===== src/rtl/tpsg_pkg.sv =====
package tpsg_pkg;

  // Field widths
  localparam int STEP_W  = 9;
  localparam int AMP_W   = 16;
  localparam int OUT_W   = 17;
  localparam int SIN_W   = 18;
  localparam int LIMIT_W = 20;
  localparam int COUNT_W = 21;
  localparam int IN_W    = 64;
  localparam int RES_W   = 104;

  // Defaults for the top-level parameters
  localparam int TABLE_POINTS_DEF = 500;
  localparam int MOD_OFFSET_DEF   = 9;

  // Q30 polynomial constants for sin(pi/2 * t)
  localparam longint Q30_ONE = 64'sd1073741824;
  localparam longint SIN_C0  = 64'sd1686629713;
  localparam longint SIN_C1  = -64'sd693598668;
  localparam longint SIN_C2  = 64'sd85569306;
  localparam longint SIN_C3  = -64'sd5026993;
  localparam longint SIN_C4  = 64'sd172273;
  localparam longint ROUND_Q16 = 64'sd8192;
  localparam longint SCALE_Q16 = 64'sd16384;
  localparam longint MAG_MAX   = 64'sd65536;
  localparam longint MOD_GAIN  = 64'sd65535;

  // Per-beat drive data carried alongside the phase indices
  typedef struct packed {
    logic [AMP_W-1:0] amp_a;
    logic [AMP_W-1:0] amp_b;
    logic [AMP_W-1:0] amp_c;
    logic             inv;
  } tpsg_drive_t;

  // Sine in Q1.16 from a 32-bit phase word (elaboration only)
  function automatic logic signed [SIN_W-1:0] sine_from_phase(longint p);
    logic [1:0] q;
    longint     t;
    longint     t2;
    longint     r;
    longint     s;
    longint     mag;
    q = 2'((p >>> 30) & 64'sd3);
    t = p & 64'sh3FFF_FFFF;
    if (q[0]) begin
      t = Q30_ONE - t;
    end
    t2 = (t * t) / Q30_ONE;
    r  = SIN_C4;
    r  = SIN_C3 + (r * t2) / Q30_ONE;
    r  = SIN_C2 + (r * t2) / Q30_ONE;
    r  = SIN_C1 + (r * t2) / Q30_ONE;
    r  = SIN_C0 + (r * t2) / Q30_ONE;
    s  = (r * t) / Q30_ONE;
    if (s < 0) begin
      s = 0;
    end
    mag = (s + ROUND_Q16) / SCALE_Q16;
    if (mag > MAG_MAX) begin
      mag = MAG_MAX;
    end
    return q[1] ? -SIN_W'(mag) : SIN_W'(mag);
  endfunction

  // Modulation word: sign(S) * ((|S| * 65535) >> 16)
  function automatic logic signed [SIN_W-1:0] mod_from_sine(logic signed [SIN_W-1:0] s);
    longint mag;
    longint v;
    mag = (s < 0) ? -longint'(s) : longint'(s);
    v   = (mag * MOD_GAIN) >>> 16;
    return (s < 0) ? -SIN_W'(v) : SIN_W'(v);
  endfunction

endpackage


===== src/rtl/tpsg_scale.sv =====
module tpsg_scale (
  input  logic [tpsg_pkg::AMP_W-1:0]         amp,
  input  logic signed [tpsg_pkg::SIN_W-1:0]  sine,
  output logic signed [tpsg_pkg::OUT_W-1:0]  volt
);
  import tpsg_pkg::*;

  localparam int PROD_W = AMP_W + SIN_W - 1;

  logic [SIN_W-2:0]  mag;
  logic [PROD_W-1:0] prod;
  logic [PROD_W-1:0] rounded;
  logic [OUT_W-1:0]  scaled;

  // Scale magnitude, round at bit 16, restore the sign
  always_comb begin
    mag     = sine[SIN_W-1] ? (SIN_W-1)'(-sine) : sine[SIN_W-2:0];
    prod    = PROD_W'(amp) * PROD_W'(mag);
    rounded = prod + PROD_W'(32768);
    scaled  = rounded[16 +: OUT_W];
    volt    = sine[SIN_W-1] ? -signed'(scaled) : signed'(scaled);
  end

endmodule


===== config.mk =====
export PLATFORM = sky130hd
export DESIGN_NAME = tpsg_scale
export DESIGN_NICKNAME = d
export VERILOG_FILES = /design/src/rtl/tpsg_pkg.sv /design/src/rtl/tpsg_scale.sv
export SDC_FILE = /design/constraint.sdc
export NUM_CORES = 1
export LEC_CHECK = 0
export BUFFER_PORTS_ARGS = -buffer_cell sky130_fd_sc_hd__buf_2
export CAP_MARGIN = 20
export CORE_ASPECT_RATIO = 0.6
export CORE_MARGIN = 3
export CORE_UTILIZATION = 35
export DETAILED_ROUTE_END_ITERATION = 12
export GPL_ROUTABILITY_DRIVEN = 0
export MAX_ROUTING_LAYER = met4
export PLACE_DENSITY = 0.52
export SYNTH_ARGS = -nofsm -noshare
export SYNTH_HDL_FRONTEND = slang
export SYNTH_SLANG_ARGS = --single-unit

===== constraint.sdc =====
create_clock -name vclk -period 8.5
set_input_delay 0.425 -clock vclk [all_inputs]
set_output_delay 0.425 -clock vclk [all_outputs]
set_load 0.05 [all_outputs]

==> impl_metrics.yaml, run 1 <==
global_route:
  antenna_found_initial: 0
  grtUsageTotal: 0.202
  grt_pass1_wl_um: 47300
  grt_pass1_vias: 8388
  grt_max_degree: 18
  overflow: 0
worst_setup_path:
  crit_path_start: "sine[6]"
  worst-setup-path-type: "in -> out"
  cpMaxStageDelayCell: "fa_2"
  worst-path-max-fanout: 5
  cp-end-kind: "output pin"
  worstSetupStartpointType: "primary input"
  crit_required_ps: 8080
  worstPathArrival_ps: 8010
  cpPeakStageDelay_ps: 540
route:
  route.top_layer_used: "met3"
  drt_wl_total_um: 29700
  vias_per_cell: 4.81
  wl_met2_um: 11200
  drt_pass1_iterations: 5
  wl_met3_um: 2440
  avgRoutedWirePerCell_um: 17.3
  drt_iter0_drc: 550
  via_count: 8268
  drt-met1-wl_um: 16100
  final_antenna_net_count: 0
  drcViolationCount: 0
synth:
  synth.distinct_cells: 62
  yosysWarnings: 0
  synthCells: 1183
  synth.net_count: 1541
  ys_seq_area_frac: 0
  synth_area_um2: 10000
  synth.avg_cell_area_um2: 8.47
sta:
  finalSetupViolCount: 0
  slew_headroom: 0.276
  final-max-slew-violation-count: 0
  rsz0062_at_grt: "yes"
  hold_viol: 0
  setup_slack_ps: 65.5
  finalCritPeriodShare: 0.992
  fmax_mhz: 119
  tightest_slew_ps: 1060
  finalCriticalPeriod_ps: 8430
min_path:
  hp-class: "in -> out"
  whs_endpoint: "volt[16]"
  min_path_cells: 5
  hp-start: "sine[17]"
floorplan:
  die_height_um: 137
  die_area_um2: 30800
  ios: 51
  die_w_um: 224
  fp-row-count: 47
  core_area_um2: 27900
  start_util: 0.359
cells_and_area:
  syn_to_final_growth_pct: 26.8
  num_antenna_cells: 0
  seq_area_um2: 0
  seq_cells: 0
  nets: 1712
  clkbuf_count: 0
  drive_gt1_frac: 0.244
  nFillCells: 2763
place:
  portBuffers: 51
  dpl.hpwl_um: 25000
  pre_cts_ws_ps: -529
outcome:
  outcome: "finished, final reports clean"
flow_run:
  maxCapViolCount: 0
clock_tree:
  ctsHoldBuffers: 0
through the flow:
stage               cells  hold slack (ps)  instance area (µm²)  utilization  TNS (ps)
CTS                  1706             1540                12300        0.440     -6.92
global route         1719             1590                12700        0.456     -1090
global placement     1696             1570                11700        0.421     -4250
finish               1719             1560                12700        0.456         0
detailed placement   1696             1580                11700        0.421     -3820
floorplan            1183             1600                10100            -      -233
Yosys cell counts (2+ instances only):
cell,instances,share of area
inv_1,264,0.099
fa_1,207,0.41
nand2_1,168,0.063
and2_1,138,0.086
ha_1,117,0.15
clkbuf_1,38,0.014
xnor2_1,35,0.031
a21oi_1,29,0.014
o21ai_0,22,0.011
nor2_1,16,0.0060
nand3_1,15,0.0075
a21o_1,14,0.010
o31ai_1,10,0.0075
nor3_1,8,0.0040
and2b_1,7,0.0052
nand4_1,6,0.0037
xor2_1,6,0.0052
a211oi_1,5,0.0037
nor4_1,5,0.0031
a31o_2,4,0.0035
buf_1,4,0.0015
or3_1,4,0.0025
o211ai_1,3,0.0022
o21bai_1,3,0.0022
o311ai_2,3,0.0049
a2111oi_0,2,0.0017
a311oi_1,2,0.0017
a31oi_1,2,0.0012
and3_1,2,0.0012
nand2b_1,2,0.0012
nor2b_1,2,0.0012
o2111ai_1,2,0.0017
o21a_1,2,0.0015
o21ai_1,2,0.0010
o22a_1,2,0.0017
o31ai_2,2,0.0025
o41ai_1,2,0.0017
o41ai_2,2,0.0032
or2_2,2,0.0012
or4_1,2,0.0015
cell usage in the layout (no fill, tap or decap), drive strengths merged, types with 3 or more instances in the layout:
cell	instances
nor4	5
inv	264
a31o	4
o211ai	3
nand4	6
a2111oi	3
o41ai	5
buf	213
xnor2	35
a21o	14
nor3	8
ha	117
a21oi	30
xor2	6
and2b	7
o311ai	3
nor2	16
nand3	16
and2	139
a211oi	5
nand2	168
o21ai	24
o31ai	12
o21bai	3
or3	4
fa	207
final cells by class:
type | instances | area, µm² | share of cell area
Inverter | 264 | 991 | 0.0780
Timing Repair Buffer | 213 | 1590 | 0.125
Multi-Input combinational cell | 875 | 9660 | 0.760
Tap cell | 367 | 459 | 0.0361
routing by layer:
metal  up-vias  GRT usage
li1       3972          -
met5         -          -
met4         0          0
met3         0     0.0401
met1      4057      0.327
met2       239      0.269
worst max path at each step:
stage / endpoint / slack, ps
2_1_floorplan: volt[12] / -120
3_3_place_gp: volt[14] / -550
3_5_place_dp: volt[14] / -530
4_1_cts: volt[16] / -7
5_1_grt: volt[15] / -210
6_report: volt[15] / 70
timing repair:
| item | CTS | global route |
|---|---|---|
| resized for setup | 84 | 64 |
| buffers inserted | 10 | 12 |
| gates cloned | 0 | 1 |
| endpoints found under the setup margin | 11 | 13 |
| pin swaps | 50 | 37 |
| endpoints found under the hold margin | 0 | 0 |
worst max-delay path: cells and delay by family:
kind | cells | cell delay (ps)
AO/OA/AOI/OAI | 6 | 1490
AND/OR/NAND/NOR | 4 | 1230
adder cells (fa/ha/maj) | 7 | 3330
XOR/XNOR | 2 | 240
buffers and inverters | 11 | 1270
logic make-up (layout without fill, tap and decap cells):
group,Yosys count,count (layout),synth area share
and+or+nand+nor,384,384,0.194
adders and majority gates,324,324,0.560
buffers and inverters,308,477,0.116
AOI/OAI and AO/OA,124,124,0.0907
xor gates and xnor gates,41,41,0.0358
muxes,2,2,0.00325
Power of run 1 is left out: the tool's default activity adds up to more than one toggle a clock period on the data nets, which glitch-free logic cannot reach.
==> run 2: changes to the inputs <==
Settings changed: CORE_ASPECT_RATIO 0.6 to default, CORE_UTILIZATION 35 to 45, PLACE_DENSITY 0.52 to 0.64.
==> run 2 against run 1 <==
Against the previous run: the run now ends with negative setup slack left; sequential cell count stayed put; critical endpoint is now volt[16]; die area is 22% lower; setup slack worse by 92 ps; highest routed layer is now met4; largest cell class unchanged; wire length is 13% lower; hold slack better by 210 ps; fmax is 1.1% lower.
==> impl_metrics.yaml, run 2 (synthesis results as in run 1) <==
outcome:
  outcome: "finished with violations"
  violations: "negative setup slack"
cells_and_area:
  num_antenna_cells: 0
  final_cells: 1619
  syn_to_final_growth_pct: 24.9
  clkbuf_count: 0
  drive_gt1_frac: 0.249
  nFillCells: 1864
  final_cell_mix: "inv_1 (252), fa_1 (202), nand2_1 (160)"
  seq_area_um2: 0
  final_common_cell: "inv_1"
  seq_cells: 0
  nets: 1704
worst_setup_path:
  worstSetupStartpointType: "primary input"
  worst-setup-path-type: "in -> out"
  cpPeakStageDelay_ps: 560
  worst-path-max-fanout: 5
  crit_path_frequent_cell: "fa_1"
  cpMaxStageDelayCell: "or4_4"
  crit_required_ps: 8080
  cp-end-kind: "output pin"
  worstPathArrival_ps: 8100
route:
  drt_wl_total_um: 25900
  vias_per_cell: 5.16
  avgRoutedWirePerCell_um: 16.0
  via_count: 8347
  drcViolationCount: 0
  final_antenna_net_count: 0
  drt_iter0_drc: 395
  drt_pass1_iterations: 4
clock_tree:
  ctsHoldBuffers: 0
global_route:
  grt_pass1_vias: 8905
  overflow: 0
  antenna_found_initial: 0
  grt_pass1_wl_um: 44600
  grt_max_degree: 20
  grtUsageTotal: 0.229
floorplan:
  ios: 51
  start_util: 0.468
  die_height_um: 155
  die_area_um2: 24100
  fp-row-count: 53
  die_w_um: 155
  core_area_um2: 21400
sta:
  setup_slack_ps: -26.9
  finalCritPeriodShare: 1.00
  rsz0062_at_grt: "yes"
  finalSetupViolCount: 2
  fmax_mhz: 117
  final-max-slew-violation-count: 0
  finalCriticalPeriod_ps: 8530
  tns_ps: -50.3
  tightest_slew_ps: 859
  hold_viol: 0
  slew_headroom: 0.412
place:
  dp.cells: 1588
  portBuffers: 51
  dpl.hpwl_um: 21600
flow_run:
  maxCapViolCount: 0
min_path:
  hp-class: "in -> out"
## run 2: cell count changes in the layout (fill, tap and decap cells not counted), moves of 3 or more
| cell | previous run | this run |
|---|---|---|
| buf_4 | 156 | 145 |
| inv_1 | 260 | 252 |
| inv_2 | 4 | 12 |
| buf_6 | 10 | 15 |
| nand2_2 | 3 | 8 |
| nand2_1 | 163 | 160 |
| o21ai_2 | 3 | 6 |
| xnor2_1 | 19 | 22 |
## run 2: final timing paths
path  startpoint        to  cells past startpoint
min     sine[17]   volt[8]                      5
max      sine[7]  volt[16]                     29
## run 2: routing by layer
layer,global-route usage,vias to the layer above,part of all wire
li1,-,3958,-
met1,0.339,4168,0.48
met2,0.367,201,0.47
met3,0.0150,20,0.049
met4,0.0150,0,0.0049
met5,-,-,0
## run 2: area by class of cell
cell class	instances	area, µm²	share of cell area
repair buffers	205	1530	0.123
well taps	275	344	0.0275
inverters	264	991	0.0792
multi-input cells	875	9640	0.771
## run 2: timing repair
action | 4_1_cts | 5_1_grt
setup buffers | 20 | 12
setup endpoints to repair | 10 | 13
resized for setup | 97 | 67
pin swaps | 62 | 58
## run 2: metrics by stage
step / hold WS, ps / area, µm² / setup WS, ps / utilization
2_1_floorplan: 1600 / 10100 / -118 / -
3_3_place_gp: 1660 / 11500 / -261 / 0.536
3_5_place_dp: 1660 / 11500 / -313 / 0.536
4_1_cts: 1690 / 12100 / -26.9 / 0.565
5_1_grt: 1810 / 12500 / -266 / 0.584
6_report: 1770 / 12500 / -26.9 / 0.584
## run 2: worst max-delay path: cells and delay by family
family | cells | cell delay [ps]
AOI/OAI and AO/OA | 5 | 1170
and+or+nand+nor | 8 | 2060
xor gates and xnor gates | 2 | 360
adders and majority gates | 7 | 3350
buffers and inverters | 7 | 750
Power of run 2 is left out for the same reason.
