--- src/rtl/tpsg_pkg.sv ---
package tpsg_pkg;

  // Field widths
  localparam int STEP_W  = 9;
  localparam int AMP_W   = 16;
  localparam int OUT_W   = 17;
  localparam int SIN_W   = 18;
  localparam int LIMIT_W = 20;
  localparam int COUNT_W = 21;
  localparam int IN_W    = 64;
  localparam int RES_W   = 104;

  // Defaults for the top-level parameters
  localparam int TABLE_POINTS_DEF = 500;
  localparam int MOD_OFFSET_DEF   = 9;

  // Q30 polynomial constants for sin(pi/2 * t)
  localparam longint Q30_ONE = 64'sd1073741824;
  localparam longint SIN_C0  = 64'sd1686629713;
  localparam longint SIN_C1  = -64'sd693598668;
  localparam longint SIN_C2  = 64'sd85569306;
  localparam longint SIN_C3  = -64'sd5026993;
  localparam longint SIN_C4  = 64'sd172273;
  localparam longint ROUND_Q16 = 64'sd8192;
  localparam longint SCALE_Q16 = 64'sd16384;
  localparam longint MAG_MAX   = 64'sd65536;
  localparam longint MOD_GAIN  = 64'sd65535;

  // Per-beat drive data carried alongside the phase indices
  typedef struct packed {
    logic [AMP_W-1:0] amp_a;
    logic [AMP_W-1:0] amp_b;
    logic [AMP_W-1:0] amp_c;
    logic             inv;
  } tpsg_drive_t;

  // Sine in Q1.16 from a 32-bit phase word (elaboration only)
  function automatic logic signed [SIN_W-1:0] sine_from_phase(longint p);
    logic [1:0] q;
    longint     t;
    longint     t2;
    longint     r;
    longint     s;
    longint     mag;
    q = 2'((p >>> 30) & 64'sd3);
    t = p & 64'sh3FFF_FFFF;
    if (q[0]) begin
      t = Q30_ONE - t;
    end
    t2 = (t * t) / Q30_ONE;
    r  = SIN_C4;
    r  = SIN_C3 + (r * t2) / Q30_ONE;
    r  = SIN_C2 + (r * t2) / Q30_ONE;
    r  = SIN_C1 + (r * t2) / Q30_ONE;
    r  = SIN_C0 + (r * t2) / Q30_ONE;
    s  = (r * t) / Q30_ONE;
    if (s < 0) begin
      s = 0;
    end
    mag = (s + ROUND_Q16) / SCALE_Q16;
    if (mag > MAG_MAX) begin
      mag = MAG_MAX;
    end
    return q[1] ? -SIN_W'(mag) : SIN_W'(mag);
  endfunction

  // Modulation word: sign(S) * ((|S| * 65535) >> 16)
  function automatic logic signed [SIN_W-1:0] mod_from_sine(logic signed [SIN_W-1:0] s);
    longint mag;
    longint v;
    mag = (s < 0) ? -longint'(s) : longint'(s);
    v   = (mag * MOD_GAIN) >>> 16;
    return (s < 0) ? -SIN_W'(v) : SIN_W'(v);
  endfunction

endpackage

--- src/rtl/tpsg_phase.sv ---
module tpsg_phase #(
  parameter int TABLE_POINTS = tpsg_pkg::TABLE_POINTS_DEF
) (
  input  logic                              clk,
  input  logic                              rst_n,
  input  logic                              adv,
  input  logic                              req,
  input  logic [$clog2(TABLE_POINTS)-1:0]   step_mod,
  input  logic [tpsg_pkg::LIMIT_W-1:0]      tick_limit,
  output logic [$clog2(TABLE_POINTS)-1:0]   idx_a,
  output logic [$clog2(TABLE_POINTS)-1:0]   idx_b,
  output logic [$clog2(TABLE_POINTS)-1:0]   idx_c
);
  import tpsg_pkg::*;

  localparam int IW = $clog2(TABLE_POINTS);
  localparam logic [IW-1:0] LAST    = IW'(TABLE_POINTS - 1);
  localparam logic [IW-1:0] B_START = IW'((((2 * TABLE_POINTS) + 1) / 3) % TABLE_POINTS);
  localparam logic [IW-1:0] C_START = IW'(((TABLE_POINTS + 1) / 3) % TABLE_POINTS);
  localparam logic [IW:0]   N_EXT   = (IW+1)'(TABLE_POINTS);

  logic [COUNT_W-1:0] count_r, count_nxt;
  logic [IW-1:0]      a_r, b_r, c_r;
  logic [IW-1:0]      a_nxt, b_nxt, c_nxt;
  logic               prev_r;
  logic               wrap;
  logic [IW-1:0]      a_adv, b_adv, c_adv;

  function automatic logic [IW-1:0] step_one(logic [IW-1:0] v);
    return (v == LAST) ? '0 : v + IW'(1);
  endfunction

  function automatic logic [IW-1:0] add_mod(logic [IW-1:0] v, logic [IW-1:0] s);
    logic [IW:0] sum;
    sum = {1'b0, v} + {1'b0, s};
    if (sum >= N_EXT) begin
      sum = sum - N_EXT;
    end
    return sum[IW-1:0];
  endfunction

  // Advance on count overrun, then take a jump on a request edge at phase A zero
  always_comb begin
    wrap  = count_r > {1'b0, tick_limit};
    a_adv = wrap ? step_one(a_r) : a_r;
    b_adv = wrap ? step_one(b_r) : b_r;
    c_adv = wrap ? step_one(c_r) : c_r;
    a_nxt = a_adv;
    b_nxt = b_adv;
    c_nxt = c_adv;
    // armed and taken in the same beat, so no armed flag is kept
    if (req && !prev_r && (a_adv == '0)) begin
      a_nxt = add_mod(a_adv, step_mod);
      b_nxt = add_mod(b_adv, step_mod);
      c_nxt = add_mod(c_adv, step_mod);
    end
    count_nxt = (wrap ? '0 : count_r) + COUNT_W'(1);
  end

  always_ff @(posedge clk) begin
    if (!rst_n) begin
      count_r <= '0;
      a_r     <= '0;
      b_r     <= B_START;
      c_r     <= C_START;
      prev_r  <= 1'b0;
    end else if (adv) begin
      count_r <= count_nxt;
      a_r     <= a_nxt;
      b_r     <= b_nxt;
      c_r     <= c_nxt;
      prev_r  <= req;
    end
  end

  assign idx_a = a_r;
  assign idx_b = b_r;
  assign idx_c = c_r;

endmodule

--- config.mk ---
export PLATFORM = sky130hd
export DESIGN_NAME = tpsg_phase
export DESIGN_NICKNAME = d
export VERILOG_FILES = /design/src/rtl/tpsg_pkg.sv /design/src/rtl/tpsg_phase.sv
export SDC_FILE = /design/constraint.sdc
export NUM_CORES = 1
export LEC_CHECK = 0
export BUFFER_PORTS_ARGS = -buffer_cell sky130_fd_sc_hd__buf_2
export CAP_MARGIN = 10
export CORE_ASPECT_RATIO = 1.5
export CORE_MARGIN = 10
export CORE_UTILIZATION = 60
export DETAILED_ROUTE_END_ITERATION = 10
export GPL_TIMING_DRIVEN = 0
export PLACE_DENSITY = 0.8
export SETUP_SLACK_MARGIN = 0.3
export SLEW_MARGIN = 0
export SYNTH_ARGS = -nofsm -noshare
export SYNTH_HDL_FRONTEND = slang
export SYNTH_SLANG_ARGS = --single-unit
--- constraint.sdc ---
create_clock -name clk -period 6.8 [get_ports clk]
set_clock_uncertainty 0.05 [all_clocks]
set_input_delay 1.36 -clock clk [delete_from_list [all_inputs] [get_ports clk]]
set_output_delay 1.36 -clock clk [all_outputs]
set_load 0.01 [all_outputs]
==> results of run 1 <==
-- per-layer routing --
layer | up-vias | global-route usage (%) | routed length [µm]
met5 | - | 0 | 0
met3 | 59 | 2.66 | 1060
met2 | 236 | 41.8 | 7960
met4 | 0 | 15.7 | 906
met1 | 2622 | 26.8 | 6080
li1 | 2732 | - | -
-- final timing paths --
check,from,endpoint,slack [ns]
setup / recovery,tick_limit[19],idx_b[3]$_SDFFE_PN1P_,0.71
setup reg to reg,count_r[14]$_SDFFE_PN0P_,idx_b[3]$_SDFFE_PN1P_,1.52
hold / removal,count_r[0]$_SDFFE_PN0P_,count_r[0]$_SDFFE_PN0P_,0.47
hold reg to reg,count_r[0]$_SDFFE_PN0P_,count_r[0]$_SDFFE_PN0P_,0.47
-- cells in the final DEF, fill, tap and decap left out, types with 4 or more instances in the layout --
master     netlist  layout
and3_1           9       9
or2_2            4       4
clkbuf_1        17      15
nand2_1         77      76
nor2b_1          6       6
o211ai_1        10      10
o2111ai_1        6       6
o31ai_1         14      13
a21o_1          12      12
dfxtp_1         49      49
and4_1           6       6
nor3_1          15      15
nand4_1         16      16
inv_1           39      39
ha_1            60      60
nand2b_1         7       7
xor2_1          17      17
a31o_2           5       5
buf_2            1      58
nor4_1           4       4
and2_1          14      14
o21ai_0         40      39
a21oi_1         41      41
a211oi_1         7       7
nand3_1         42      42
o311ai_1         6       6
xnor2_1         26      26
nor2_1          58      57
mux2i_1         12      12
a31oi_1         11      10
clkbuf_16        0       5
clkbuf_2         0       4
-- critical path: stages --
cell,delay [ns]
buf_2,0.07
inv_1,0.03
ha_1,0.33
nand4b_4,0.17
nor4_4,0.40
o211ai_2,0.20
nand4_1,0.23
nand2_2,0.22
clkbuf_2,0.27
nand2_1,0.10
o21ai_0,0.15
ha_1,0.27
fa_1,0.42
a21oi_1,0.28
o2111ai_1,0.23
xor2_1,0.31
nand2_1,0.16
o31ai_2,0.37
mux2_2,0.38
mux2i_1,0.16
o21ai_0,0.09
-- flip-flops by register name, indices dropped and copies added (netlist names) --
name     count
idx_b        9
prev_r       1
count_r     21
idx_c        9
idx_a        9
-- repair_timing --
item / CTS / global route
pin swaps: 0 / 1
gates resized for setup: 2 / 11
buffers inserted: 0 / 2
endpoints found under the setup margin: 4 / 15
-- stage by stage --
| step | util (%) | std cells | hold WS [ns] | cell area (µm²) |
|---|---|---|---|---|
| after floorplan | - | 700 | 0.415 | 5280 |
| after global placement | 66.9 | 864 | 0.433 | 5700 |
| after detailed placement | 66.9 | 864 | 0.457 | 5700 |
| after CTS | 68.6 | 872 | 0.464 | 5840 |
| after global routing | 69.2 | 875 | 0.486 | 5890 |
| final | 69.2 | 875 | 0.467 | 5890 |
-- kinds of logic (layout without fill, tap and decap cells) --
| kind of cell | Yosys count | in the layout | synth area share (%) |
|---|---|---|---|
| and+or+nand+nor | 276 | 276 | 26.8 |
| AOI/OAI and AO/OA | 191 | 191 | 24.4 |
| buffers and inverters | 64 | 132 | 5.00 |
| adders and majority gates | 63 | 63 | 15.4 |
| DFF | 49 | 49 | 18.6 |
| xor gates and xnor gates | 43 | 43 | 7.14 |
| muxes | 14 | 14 | 2.70 |
-- power breakdown --
part           switching [W]  internal [W]  total, W
registers          0.0000183      0.000299  0.000317
clock network       0.000111      0.000135  0.000246
logic               0.000222      0.000148  0.000369
total               0.000351      0.000582  0.000933
-- layout make-up --
| cell class | count | area (µm²) | area share (%) |
|---|---|---|---|
| buffer | 24 | 119 | 2.02 |
| clock buffer | 6 | 129 | 2.19 |
| clock inverter | 2 | 10.0 | 0.170 |
| inverter | 40 | 150 | 2.55 |
| multi-input combinational | 587 | 4050 | 68.8 |
| sequential | 49 | 981 | 16.7 |
| tap | 107 | 134 | 2.27 |
| timing repair buffer | 60 | 313 | 5.31 |
==> summary.txt, run 1 <==
Worst setup path
  • WP data arrival: 6.21 ns
  • Nature of the critical path startpoint: input port
  • Setup crit end kind: register
  • Required @ worst endpoint: 6.92 ns
  • Critical path peak fanout: 10
  • Crit Path Category: in2reg
  • R2R depth: 19

Drt
  • Routed vias: 5649
  • Final WL: 16.0 mm
  • Number of DRC markers in iteration 0: 462
  • DR vias/cell: 6.46
  • DR WL/cell: 18.3 µm
  • Post-route DRC: 0
  • Drt pass-1 iters: 8
  • Post-DRT Antenna Nets: 0

Yosys
  • Most numerous cell in the Yosys netlist: nand2_1
  • Yosys reg bits: 49
  • Post-synth top cells: 77 x nand2_1, 60 x ha_1, 58 x nor2_1, 49 x dfxtp_1, 42 x nand3_1
  • Asr flop ratio synth: 0%
  • Area leader, netlist: dfxtp_1
  • Syn avg cell area: 7.54 µm²
  • Ys Warns: 0
  • Synth Flop Type: dfxtp_1
  • Netlist cell types: 71
  • Post-synth EDFFs: 0
  • Top cells by area, synth: dfxtp_1 19%, ha_1 14%, nand2_1 5.5%
  • Net Count, Synth: 796
  • Post-Syn Area: 0.00528 mm²
  • Syn Inst Count: 700
  • Top cell type's share of synthesized area: 18.6%
  • Sequential share of the synthesized area: 18.6%

STA
  • Final setup TNS: 0 ns
  • Final setup viols: 0
  • Worst Slack Setup Final: 0.710 ns
  • Tmin final: 6.09 ns
  • Worst slew pin tran: 0.923 ns
  • RSZ-0062 raised after global routing: false
  • Slew margin rel.: 38.0%
  • Final hold vios: 0
  • Fmax: 0.164 GHz
  • Final period util: 89.6%
  • Count of pins over their slew limit: 0

Floorplanning
  • I/O pin count: 60
  • Chip Height: 135 µm
  • Rows: 41
  • Area of the core: 0.00852 mm²
  • Starting Density: 62.0%
  • Die Width: 96.6 µm
  • DIE AREA: 0.0130 mm²

Placement
  • Setup WS pre-CTS: -0.151 ns
  • Gpl congestion: 0.934
  • DP HPWL: 12.9 mm
  • I/O Buffers: 57

Clock network
  • Clock latency on the worst-skew pair: 0.30 ns
  • Cts bufs inserted: 5
  • Hold Buf Count CTS: 0
  • H-tree depth: 2
  • Clk sink count: 49
  • Root Driver: clkbuf_16
  • Clock transition at path regs: 0.06 ns
  • CTS tree: yes
  • Clock tree buffer depth: 2

Finish
  • P&R area growth vs syn: 11.6%
  • Share of cells above drive strength 1: 12.8%
  • # nets final: 863
  • Diode count: 0
  • Final-layout fill cell count: 741

GRT
  • Overflow after GRT: 0
  • Vias in the first global route: 5496
  • Initial antenna violation count: 0
  • Wire length of the first global-routing pass: 25.7 mm
  • GRT Total Usage: 24.2%
  • Pin count of the biggest net entering global routing: 15

Worst hold path
  • Hold-critical path depth: 2
  • Min-delay worst type: reg2reg

Flow run
  • Max Cap Viol: 0

Pwr
  • Worst IR Drop VDD: 0.115 mV
  • Leakage Power: 2.68 nW
  • P per Cell Area: 158 mW/mm²
  • Tot Pwr: 0.000933 W

Run status
  • Status: finished, final reports clean
Power figures use the tool's default switching activity.
==> run 2, diff against run 1 <==
--- a/config.mk
+++ b/config.mk
@@ -5,6 +5,7 @@
 export SDC_FILE = /design/constraint.sdc
 export NUM_CORES = 1
 export LEC_CHECK = 0
+export ABC_AREA = 1
 export BUFFER_PORTS_ARGS = -buffer_cell sky130_fd_sc_hd__buf_2
 export CAP_MARGIN = 10
 export CORE_ASPECT_RATIO = 1.5
@@ -12,9 +13,10 @@
 export CORE_UTILIZATION = 60
 export DETAILED_ROUTE_END_ITERATION = 10
 export GPL_TIMING_DRIVEN = 0
-export PLACE_DENSITY = 0.8
+export PLACE_DENSITY = 0.79
 export SETUP_SLACK_MARGIN = 0.3
 export SLEW_MARGIN = 0
 export SYNTH_ARGS = -nofsm -noshare
 export SYNTH_HDL_FRONTEND = slang
 export SYNTH_SLANG_ARGS = --single-unit
+export TNS_END_PERCENT = 100
==> run 2 against run 1 <==
  * Utilization is 1.1 points lower
  * Global-route usage decreased by 2.5 points
  * Sequential power rose by 3%
  * Count of clock-buffer cells in the layout fell by 1
  * Hold slack got worse by 0.026 ns
  * Wire length down 3.4%
  * Combinational power is 34% higher
  * Register-to-register slack improved by 0.31 ns
  * Flip-flop and latch count is the same
  * Non-clock buffer count decreased by 6
  * Via count increased by 10%
  * First-iteration DRC count down 38%
==> summary.txt, run 2 <==
GRT
  • Vias in the first global route: 5748 (was 5496)
  • Initial antenna violation count: 0 (unchanged)
  • Wire length of the first global-routing pass: 25.9 mm (was 25.7 mm)
  • Pin count of the biggest net entering global routing: 14 (was 15)
  • Overflow after GRT: 0 (unchanged)
  • GRT Total Usage: 21.8% (was 24.2%)

Run status
  • Status: finished, final reports clean (unchanged)

Pwr
  • Pint: 0.000615 W (was 0.000582 W)
  • Clock power frac: 22.3% (was 26.4%)
  • P per Cell Area: 166 mW/mm² (was 158 mW/mm²)
  • Leakage Power: 3.54 nW (was 2.68 nW)
  • Psw: 0.000445 W (was 0.000351 W)
  • Part of the power in registers: 30.8% (was 34.0%)
  • Worst IR Drop VDD: 0.195 mV (was 0.115 mV)
  • Sw frac: 42.0% (was 37.6%)
  • Tot Pwr: 0.00106 W (was 0.000933 W)
  • Combinational fraction of design power: 46.8% (was 39.6%)

Finish
  • Final-layout fill cell count: 962 (was 741)
  • Top reg by flops: count_r (unchanged)
  • Most frequent cells in the layout: 297 x nand2_1, 176 x inv_1, 116 x nand3_1 (was 76 x nand2_1, 60 x ha_1, 58 x buf_2)
  • Share of cells above drive strength 1: 8.98% (was 12.8%)
  • Max reg flops: 21 (unchanged)
  • P&R area growth vs syn: 9.74% (was 11.6%)
  • Diode count: 0 (unchanged)
  • Final Util: 68.1% (was 69.2%)
  • # nets final: 1166 (was 863)
  • Commonest non-fill, non-tap cell in the layout: nand2_1 (unchanged)

STA
  • Final period util: 85.3% (was 89.6%)
  • Final setup viols: 0 (unchanged)
  • RSZ-0062 raised after global routing: false (unchanged)
  • Final setup TNS: 0 ns (unchanged)
  • Count of pins over their slew limit: 0 (unchanged)
  • Tmin final: 5.80 ns (was 6.09 ns)
  • Fmax: 0.172 GHz (was 0.164 GHz)
  • Slew margin rel.: 58.9% (was 38.0%)
  • Final hold vios: 0 (unchanged)
  • Worst slew pin tran: 0.617 ns (was 0.923 ns)

Placement
  • DP HPWL: 13.0 mm (was 12.9 mm)
  • I/O Buffers: 59 (was 57)
  • Gpl congestion: 0.854 (was 0.934)

Floorplanning
  • Starting Density: 62.0% (about the same)
  • Die Width: 100 µm (was 96.6 µm)
  • I/O pin count: 60 (unchanged)
  • Area of the core: 0.00936 mm² (was 0.00852 mm²)
  • Chip Height: 140 µm (was 135 µm)
  • DIE AREA: 0.0141 mm² (was 0.0130 mm²)
  • Rows: 43 (was 41)

Yosys
  • Syn avg cell area: 5.78 µm² (was 7.54 µm²)
  • Yosys reg bits: 49 (unchanged)
  • Post-synth EDFFs: 0 (unchanged)
  • Most numerous cell in the Yosys netlist: nand2_1 (unchanged)
  • Syn Inst Count: 1004 (was 700)
  • Post-synth top cells: 297 x nand2_1, 176 x inv_1, 116 x nand3_1, 71 x nor2_1, 66 x a21oi_1 (was 77 x nand2_1, 60 x ha_1, 58 x nor2_1, 49 x dfxtp_1, 42 x nand3_1)
  • Netlist cell types: 40 (was 71)
  • Sequential share of the synthesized area: 16.9% (was 18.6%)
  • Synth Flop Type: dfxtp_1 (unchanged)
  • Ys Warns: 0 (unchanged)
  • Post-Syn Area: 0.00581 mm² (was 0.00528 mm²)
  • Top cell type's share of synthesized area: 19.2% (was 18.6%)
  • Net Count, Synth: 1100 (was 796)
  • Top cells by area, synth: nand2_1 19%, dfxtp_1 17%, ha_1 13% (was dfxtp_1 19%, ha_1 14%, nand2_1 5.5%)
  • Asr flop ratio synth: 0% (unchanged)
  • Area leader, netlist: nand2_1 (was dfxtp_1)

Clock network
  • Cts bufs inserted: 5 (unchanged)
  • Clk sink count: 49 (unchanged)
  • CTS resizes: 0 (was 2)
  • Post-CTS Setup Bufs: 0 (unchanged)
  • CTS tree: yes (unchanged)
  • Hold Buf Count CTS: 0 (unchanged)
  • Clock tree buffer depth: 2 (unchanged)
  • Clock latency on the worst-skew pair: 0.29 ns (was 0.30 ns)
  • Root Driver: clkbuf_16 (unchanged)
  • H-tree depth: 2 (unchanged)
  • Clock transition at path regs: 0.06 ns (about the same)

Worst setup path
  • Critical path peak fanout: 10 (unchanged)
  • Required @ worst endpoint: 6.94 ns (was 6.92 ns)
  • Setup crit end kind: register (unchanged)
  • Nature of the critical path startpoint: input port (unchanged)
  • Crit Path Category: in2reg (unchanged)
  • WP data arrival: 5.94 ns (was 6.21 ns)

Drt
  • DR WL/cell: 13.1 µm (was 18.3 µm)
  • Post-route DRC: 0 (unchanged)
  • Routed vias: 6213 (was 5649)
  • Final WL: 15.5 mm (was 16.0 mm)
  • Post-DRT Antenna Nets: 0 (unchanged)
  • Drt pass-1 iters: 5 (was 8)
  • DR vias/cell: 5.26 (was 6.46)
  • Number of DRC markers in iteration 0: 288 (was 462)

Flow run
  • Max Cap Viol: 0 (unchanged)

Worst hold path
  • Min-delay worst type: reg2reg (unchanged)
-- run 2: cell types whose count changed after synthesis, moves of 11 or more --
cell     previous run  this run
nor2_1             58        71
o21ai_1             0        11
o31ai_1            14         0
nand3_1            42       116
a21oi_1            41        66
nand2_1            77       297
inv_1              39       176
a21o_1             12         1
and2_1             14         1
mux2i_1            12         0
xnor2_1            26         3
-- run 2: power by group through the flow --
stage	logic [W]	clock network (W)	registers (W)
5_1_grt	0.000575	0.000244	0.000328
3_5_place_dp	0.000494	0	0.000332
6_report	0.000496	0.000237	0.000327
3_3_place_gp	0.000486	0	0.000331
2_1_floorplan	0.000373	0	0.000334
4_1_cts	0.000496	0.000237	0.000326
-- run 2: cells by family (layout without fill, tap and decap cells) --
kind of cell / after synthesis / count (layout) / share of synthesized area [%]
muxes: 1 / 1 / 0.194
adders and majority gates: 63 / 63 / 14.0
xor gates and xnor gates: 19 / 19 / 2.87
AOI/OAI and AO/OA: 129 / 129 / 11.5
buffers and inverters: 200 / 265 / 13.6
DFF: 49 / 49 / 16.9
and+or+nand+nor: 543 / 543 / 40.9
-- run 2: path summary, 6_finish.rpt --
kind / from / end / slack (ns) / depth (start not counted)
worst max-delay path: tick_limit[16] / idx_c[5]$_SDFFE_PN1P_ / 1.00 / 28
worst min-delay path: count_r[20]$_SDFFE_PN0P_ / count_r[20]$_SDFFE_PN0P_ / 0.44 / 2
worst max register to register: count_r[16]$_SDFFE_PN0P_ / idx_c[5]$_SDFFE_PN1P_ / 1.83 / 26
worst min register to register: count_r[20]$_SDFFE_PN0P_ / count_r[20]$_SDFFE_PN0P_ / 0.44 / 2
-- run 2: worst max-delay path, cell delays in order --
cell and delay (ns):
buf_2 0.08, inv_1 0.03, ha_1 0.29, nand2_1 0.11, inv_2 0.03, nand2_1 0.06, nand2_1 0.05, a21oi_1 0.30
nand3_2 0.27, nand2_4 0.17, buf_6 0.15, buf_6 0.16, buf_2 0.24, o21ai_0 0.18, ha_1 0.25, fa_1 0.40
xor2_1 0.29, inv_1 0.10, ha_1 0.22, inv_1 0.09, a31oi_1 0.06, nor2_1 0.16, nand3_1 0.19, nand2_1 0.24
nand3_1 0.12, xor2_1 0.16, o21ai_1 0.12, nand2_1 0.06
-- run 2: per-stage QoR --
| stage | instance area, µm² | instances | setup slack (ns) | hold WS [ns] |
|---|---|---|---|---|
| 2_1_floorplan | 5810 | 1004 | 1.60 | 0.409 |
| 6_report | 6370 | 1181 | 1.00 | 0.441 |
| 4_1_cts | 6370 | 1181 | 0.973 | 0.444 |
| 3_5_place_dp | 6240 | 1175 | 0.679 | 0.434 |
| 3_3_place_gp | 6240 | 1175 | 0.712 | 0.434 |
| 5_1_grt | 6370 | 1181 | 0.528 | 0.472 |
-- run 2: routing by layer --
metal	up-vias	wire length, µm	global-route usage [%]
li1	3341	-	-
met1	2721	6360	24.1
met2	130	8050	40.7
met3	21	662	2.56
met4	0	387	7.69
met5	-	0	0
-- run 2: layout make-up --
cell class / instances / area, µm² / share of cell area (%)
inverter: 181 / 679 / 10.7
clock inverter: 1 / 5.00 / 0.0785
timing repair buffer: 59 / 295 / 4.63
sequential: 49 / 981 / 15.4
clock buffer: 5 / 125 / 1.96
tap: 112 / 140 / 2.20
multi-input combinational: 755 / 4040 / 63.3
buffer: 19 / 110 / 1.73
==> run 3, diff against run 2 <==
--- a/config.mk
+++ b/config.mk
@@ -5,7 +5,6 @@
 export SDC_FILE = /design/constraint.sdc
 export NUM_CORES = 1
 export LEC_CHECK = 0
-export ABC_AREA = 1
 export BUFFER_PORTS_ARGS = -buffer_cell sky130_fd_sc_hd__buf_2
 export CAP_MARGIN = 10
 export CORE_ASPECT_RATIO = 1.5
@@ -13,7 +12,7 @@
 export CORE_UTILIZATION = 60
 export DETAILED_ROUTE_END_ITERATION = 10
 export GPL_TIMING_DRIVEN = 0
-export PLACE_DENSITY = 0.79
+export PLACE_DENSITY = 0.8
 export SETUP_SLACK_MARGIN = 0.3
 export SLEW_MARGIN = 0
 export SYNTH_ARGS = -nofsm -noshare
==> constraint.sdc (replaced) <==
create_clock -name clk -period 6.5 [get_ports clk]
set_clock_uncertainty 0.05 [all_clocks]
set_input_delay 1.3 -clock clk [delete_from_list [all_inputs] [get_ports clk]]
set_output_delay 1.3 -clock clk [all_outputs]
set_load 0.01 [all_outputs]
==> run 3 against run 2 <==
  * Combinational power down 21%
  * Clock power is 8.4% higher
  * Sequential power rose by 2%
  * Largest power group unchanged
  * Highest routed layer unchanged
==> summary.txt, run 3 (synthesized netlist as in run 1, its figures left out) <==
Pwr
  • Leakage Power: 2.72 nW (was 3.54 nW)
  • P per Cell Area: 165 mW/mm² (was 166 mW/mm²)
  • Tot Pwr: 0.000983 W (was 0.00106 W)
  • Worst IR Drop VDD: 0.120 mV (was 0.195 mV)

Clock network
  • Clk sink count: 49 (unchanged)
  • Clock transition at path regs: 0.07 ns (was 0.06 ns)
  • Cts bufs inserted: 5 (unchanged)
  • CTS tree: yes (unchanged)
  • Root Driver: clkbuf_16 (unchanged)
  • Hold Buf Count CTS: 0 (unchanged)
  • Clock tree buffer depth: 2 (unchanged)
  • H-tree depth: 2 (unchanged)
  • Clock latency on the worst-skew pair: 0.30 ns (was 0.29 ns)

Drt
  • Final WL: 16.0 mm (was 15.5 mm)
  • DR vias/cell: 6.51 (was 5.26)
  • Drt pass-1 iters: 5 (unchanged)
  • Post-DRT Antenna Nets: 0 (unchanged)
  • Post-route DRC: 0 (unchanged)
  • Number of DRC markers in iteration 0: 436 (was 288)
  • DR WL/cell: 18.3 µm (was 13.1 µm)
  • Routed vias: 5722 (was 6213)

Finish
  • Seq. cell area: 981 µm² (unchanged)
  • Diode count: 0 (unchanged)
  • # nets final: 867 (was 1166)
  • Most frequent cells in the layout: 76 x nand2_1, 60 x ha_1, 59 x buf_2 (was 297 x nand2_1, 176 x inv_1, 116 x nand3_1)
  • Commonest non-fill, non-tap cell in the layout: nand2_1 (unchanged)
  • Final Util: 70.0% (was 68.1%)
  • Fin area: 0.00596 mm² (was 0.00637 mm²)
  • Top reg by flops: count_r (unchanged)
  • Multi-input combinational cell area: 0.00409 mm² (was 0.00404 mm²)
  • Share of cells above drive strength 1: 14.1% (was 8.98%)
  • Max reg flops: 21 (unchanged)
  • Final-layout fill cell count: 730 (was 962)
  • P&R area growth vs syn: 13.0% (was 9.74%)

Worst setup path
  • Slowest CP cell: fa_1 (unchanged)
  • R2r startpoint: count_r[14]$_SDFFE_PN0P_ (was count_r[16]$_SDFFE_PN0P_)
  • Critical path depth in cells: 22 (was 28)
  • Crit path capture: idx_a[3]$_SDFFE_PN0P_ (was idx_c[5]$_SDFFE_PN1P_)
  • FF-to-FF setup slack: 1.33 ns (was 1.83 ns)
  • Worst path cell trace: buf_2 > inv_1 > ha_1 > nand4b_4 > nor4_4 > o211ai_2 > nand4_1 > nand2_2 > clkbuf_2 > nand2_1 > o21ai_0 > ha_1 > fa_1 > a21o_1 > nand4_1 > a31oi_1 > xnor2_1 > a21oi_1 > a31oi_2 > mux2i_1 > or4_1 > a21oi_1
  • Critical path peak fanout: 10 (unchanged)
  • WP data arrival: 6.10 ns (was 5.94 ns)
  • Required @ worst endpoint: 6.69 ns (was 6.94 ns)
  • Buf/Inv on CP: 3 (was 8)
  • CP top delay family: simple AND/OR/NAND/NOR gates (unchanged)
  • Setup crit end kind: register (unchanged)
  • Crit Path Category: in2reg (unchanged)
  • Worst R2R End: idx_a[3]$_SDFFE_PN0P_ (was idx_c[5]$_SDFFE_PN1P_)
  • Nature of the critical path startpoint: input port (unchanged)
  • Crit path largest cell delay: 0.43 ns (was 0.40 ns)
  • CP startpoint: tick_limit[19] (was tick_limit[16])
  • R2R depth: 20 (was 26)

STA
  • Final hold vios: 0 (unchanged)
  • Worst Slack Setup Final: 0.589 ns (was 1.00 ns)
  • Count of pins over their slew limit: 0 (unchanged)
  • Final setup viols: 0 (unchanged)
  • Final period util: 90.9%
  • Slew margin rel.: 39.5% (was 58.9%)
  • Worst slew pin tran: 0.901 ns (was 0.617 ns)
  • Worst hold slack: 0.466 ns (was 0.441 ns)
  • Fmax: 0.169 GHz
  • RSZ-0062 raised after global routing: false (unchanged)
  • Tmin final: 5.91 ns

Floorplanning
  • Die Width: 96.6 µm (was 100 µm)
  • I/O pin count: 60 (unchanged)
  • Rows: 41 (was 43)
  • Chip Height: 135 µm (was 140 µm)
  • Area of the core: 0.00852 mm² (was 0.00936 mm²)
  • Starting Density: 62.0% (about the same)
  • DIE AREA: 0.0130 mm² (was 0.0141 mm²)

Flow run
  • Max Cap Viol: 0 (unchanged)

Worst hold path
  • Min-delay worst type: reg2reg (unchanged)

GRT
  • Wire length of the first global-routing pass: 25.7 mm (was 25.9 mm)
  • GRT Total Usage: 24.3% (was 21.8%)
  • Initial antenna violation count: 0 (unchanged)
  • Vias in the first global route: 5512 (was 5748)
  • Pin count of the biggest net entering global routing: 15 (was 14)
  • Overflow after GRT: 0 (unchanged)

Placement
  • DP HPWL: 12.9 mm (was 13.0 mm)
  • I/O Buffers: 57 (was 59)
  • Placed Area: 0.00570 mm² (was 0.00624 mm²)
  • Gpl congestion: 0.934 (was 0.854)
  • Setup WS pre-CTS: -0.391 ns (was 0.679 ns)

Run status
  • Status: finished, final reports clean (unchanged)
==> run 3: worst reg2reg max path: cells and delay by family, from the launching register on <==
family          cells  cell delay, ns
compound gates      7            1.25
xor+xnor            1            0.32
fa+ha+maj           3            1.02
buf+inv             1            0.29
flops               1            0.36
mux                 1            0.14
simple gates        7            1.69
==> run 3: layer usage <==
layer | GRT usage (%) | share of wire (%)
met4 | 16.0 | 5.6
met2 | 41.8 | 50
met5 | 0 | 0
met3 | 2.83 | 7.3
met1 | 26.7 | 37
==> run 3: what timing repair did <==
action	CTS	global route
pin swaps	0	3
buffers inserted	0	6
setup endpoints to repair	16	17
gates resized for setup	8	12
==> run 3: report_power, final <==
| group | switching, W | total [W] | internal [W] |
|---|---|---|---|
| combinational | 0.000235 | 0.000394 | 0.000159 |
| clock | 0.000116 | 0.000257 | 0.000142 |
| sequential | 0.0000191 | 0.000332 | 0.000313 |
| total | 0.000370 | 0.000983 | 0.000613 |
==> run 3: worst min path at each step <==
| stage | slack (ns) | from | cells past startpoint | end |
|---|---|---|---|---|
| after detailed placement | 0.46 | count_r[3]$_SDFFE_PN0P_ | 2 | count_r[3]$_SDFFE_PN0P_ |
| after CTS | 0.46 | count_r[0]$_SDFFE_PN0P_ | 2 | count_r[0]$_SDFFE_PN0P_ |
| after floorplan | 0.41 | count_r[3]$_SDFFE_PN0P_ | 2 | count_r[3]$_SDFFE_PN0P_ |
| final | 0.47 | count_r[0]$_SDFFE_PN0P_ | 2 | count_r[0]$_SDFFE_PN0P_ |
| after global placement | 0.43 | count_r[3]$_SDFFE_PN0P_ | 2 | count_r[3]$_SDFFE_PN0P_ |
| after global routing | 0.49 | count_r[3]$_SDFFE_PN0P_ | 2 | count_r[3]$_SDFFE_PN0P_ |
==> run 3: layout make-up <==
type,count,area share [%]
plain buffers,24,2.04
clock buffers,6,2.16
clock inverters,2,0.168
inverters,40,2.52
multi-input cells,587,68.7
flip-flops and latches,49,16.5
well taps,107,2.25
repair buffers,64,5.75
==> run 3: through the flow <==
| step | TNS [ns] | instances |
|---|---|---|
| 2_1_floorplan | 0 | 700 |
| 3_3_place_gp | -1.31 | 864 |
| 3_5_place_dp | -2.74 | 864 |
| 4_1_cts | 0 | 872 |
| 5_1_grt | 0 | 879 |
| 6_report | 0 | 879 |
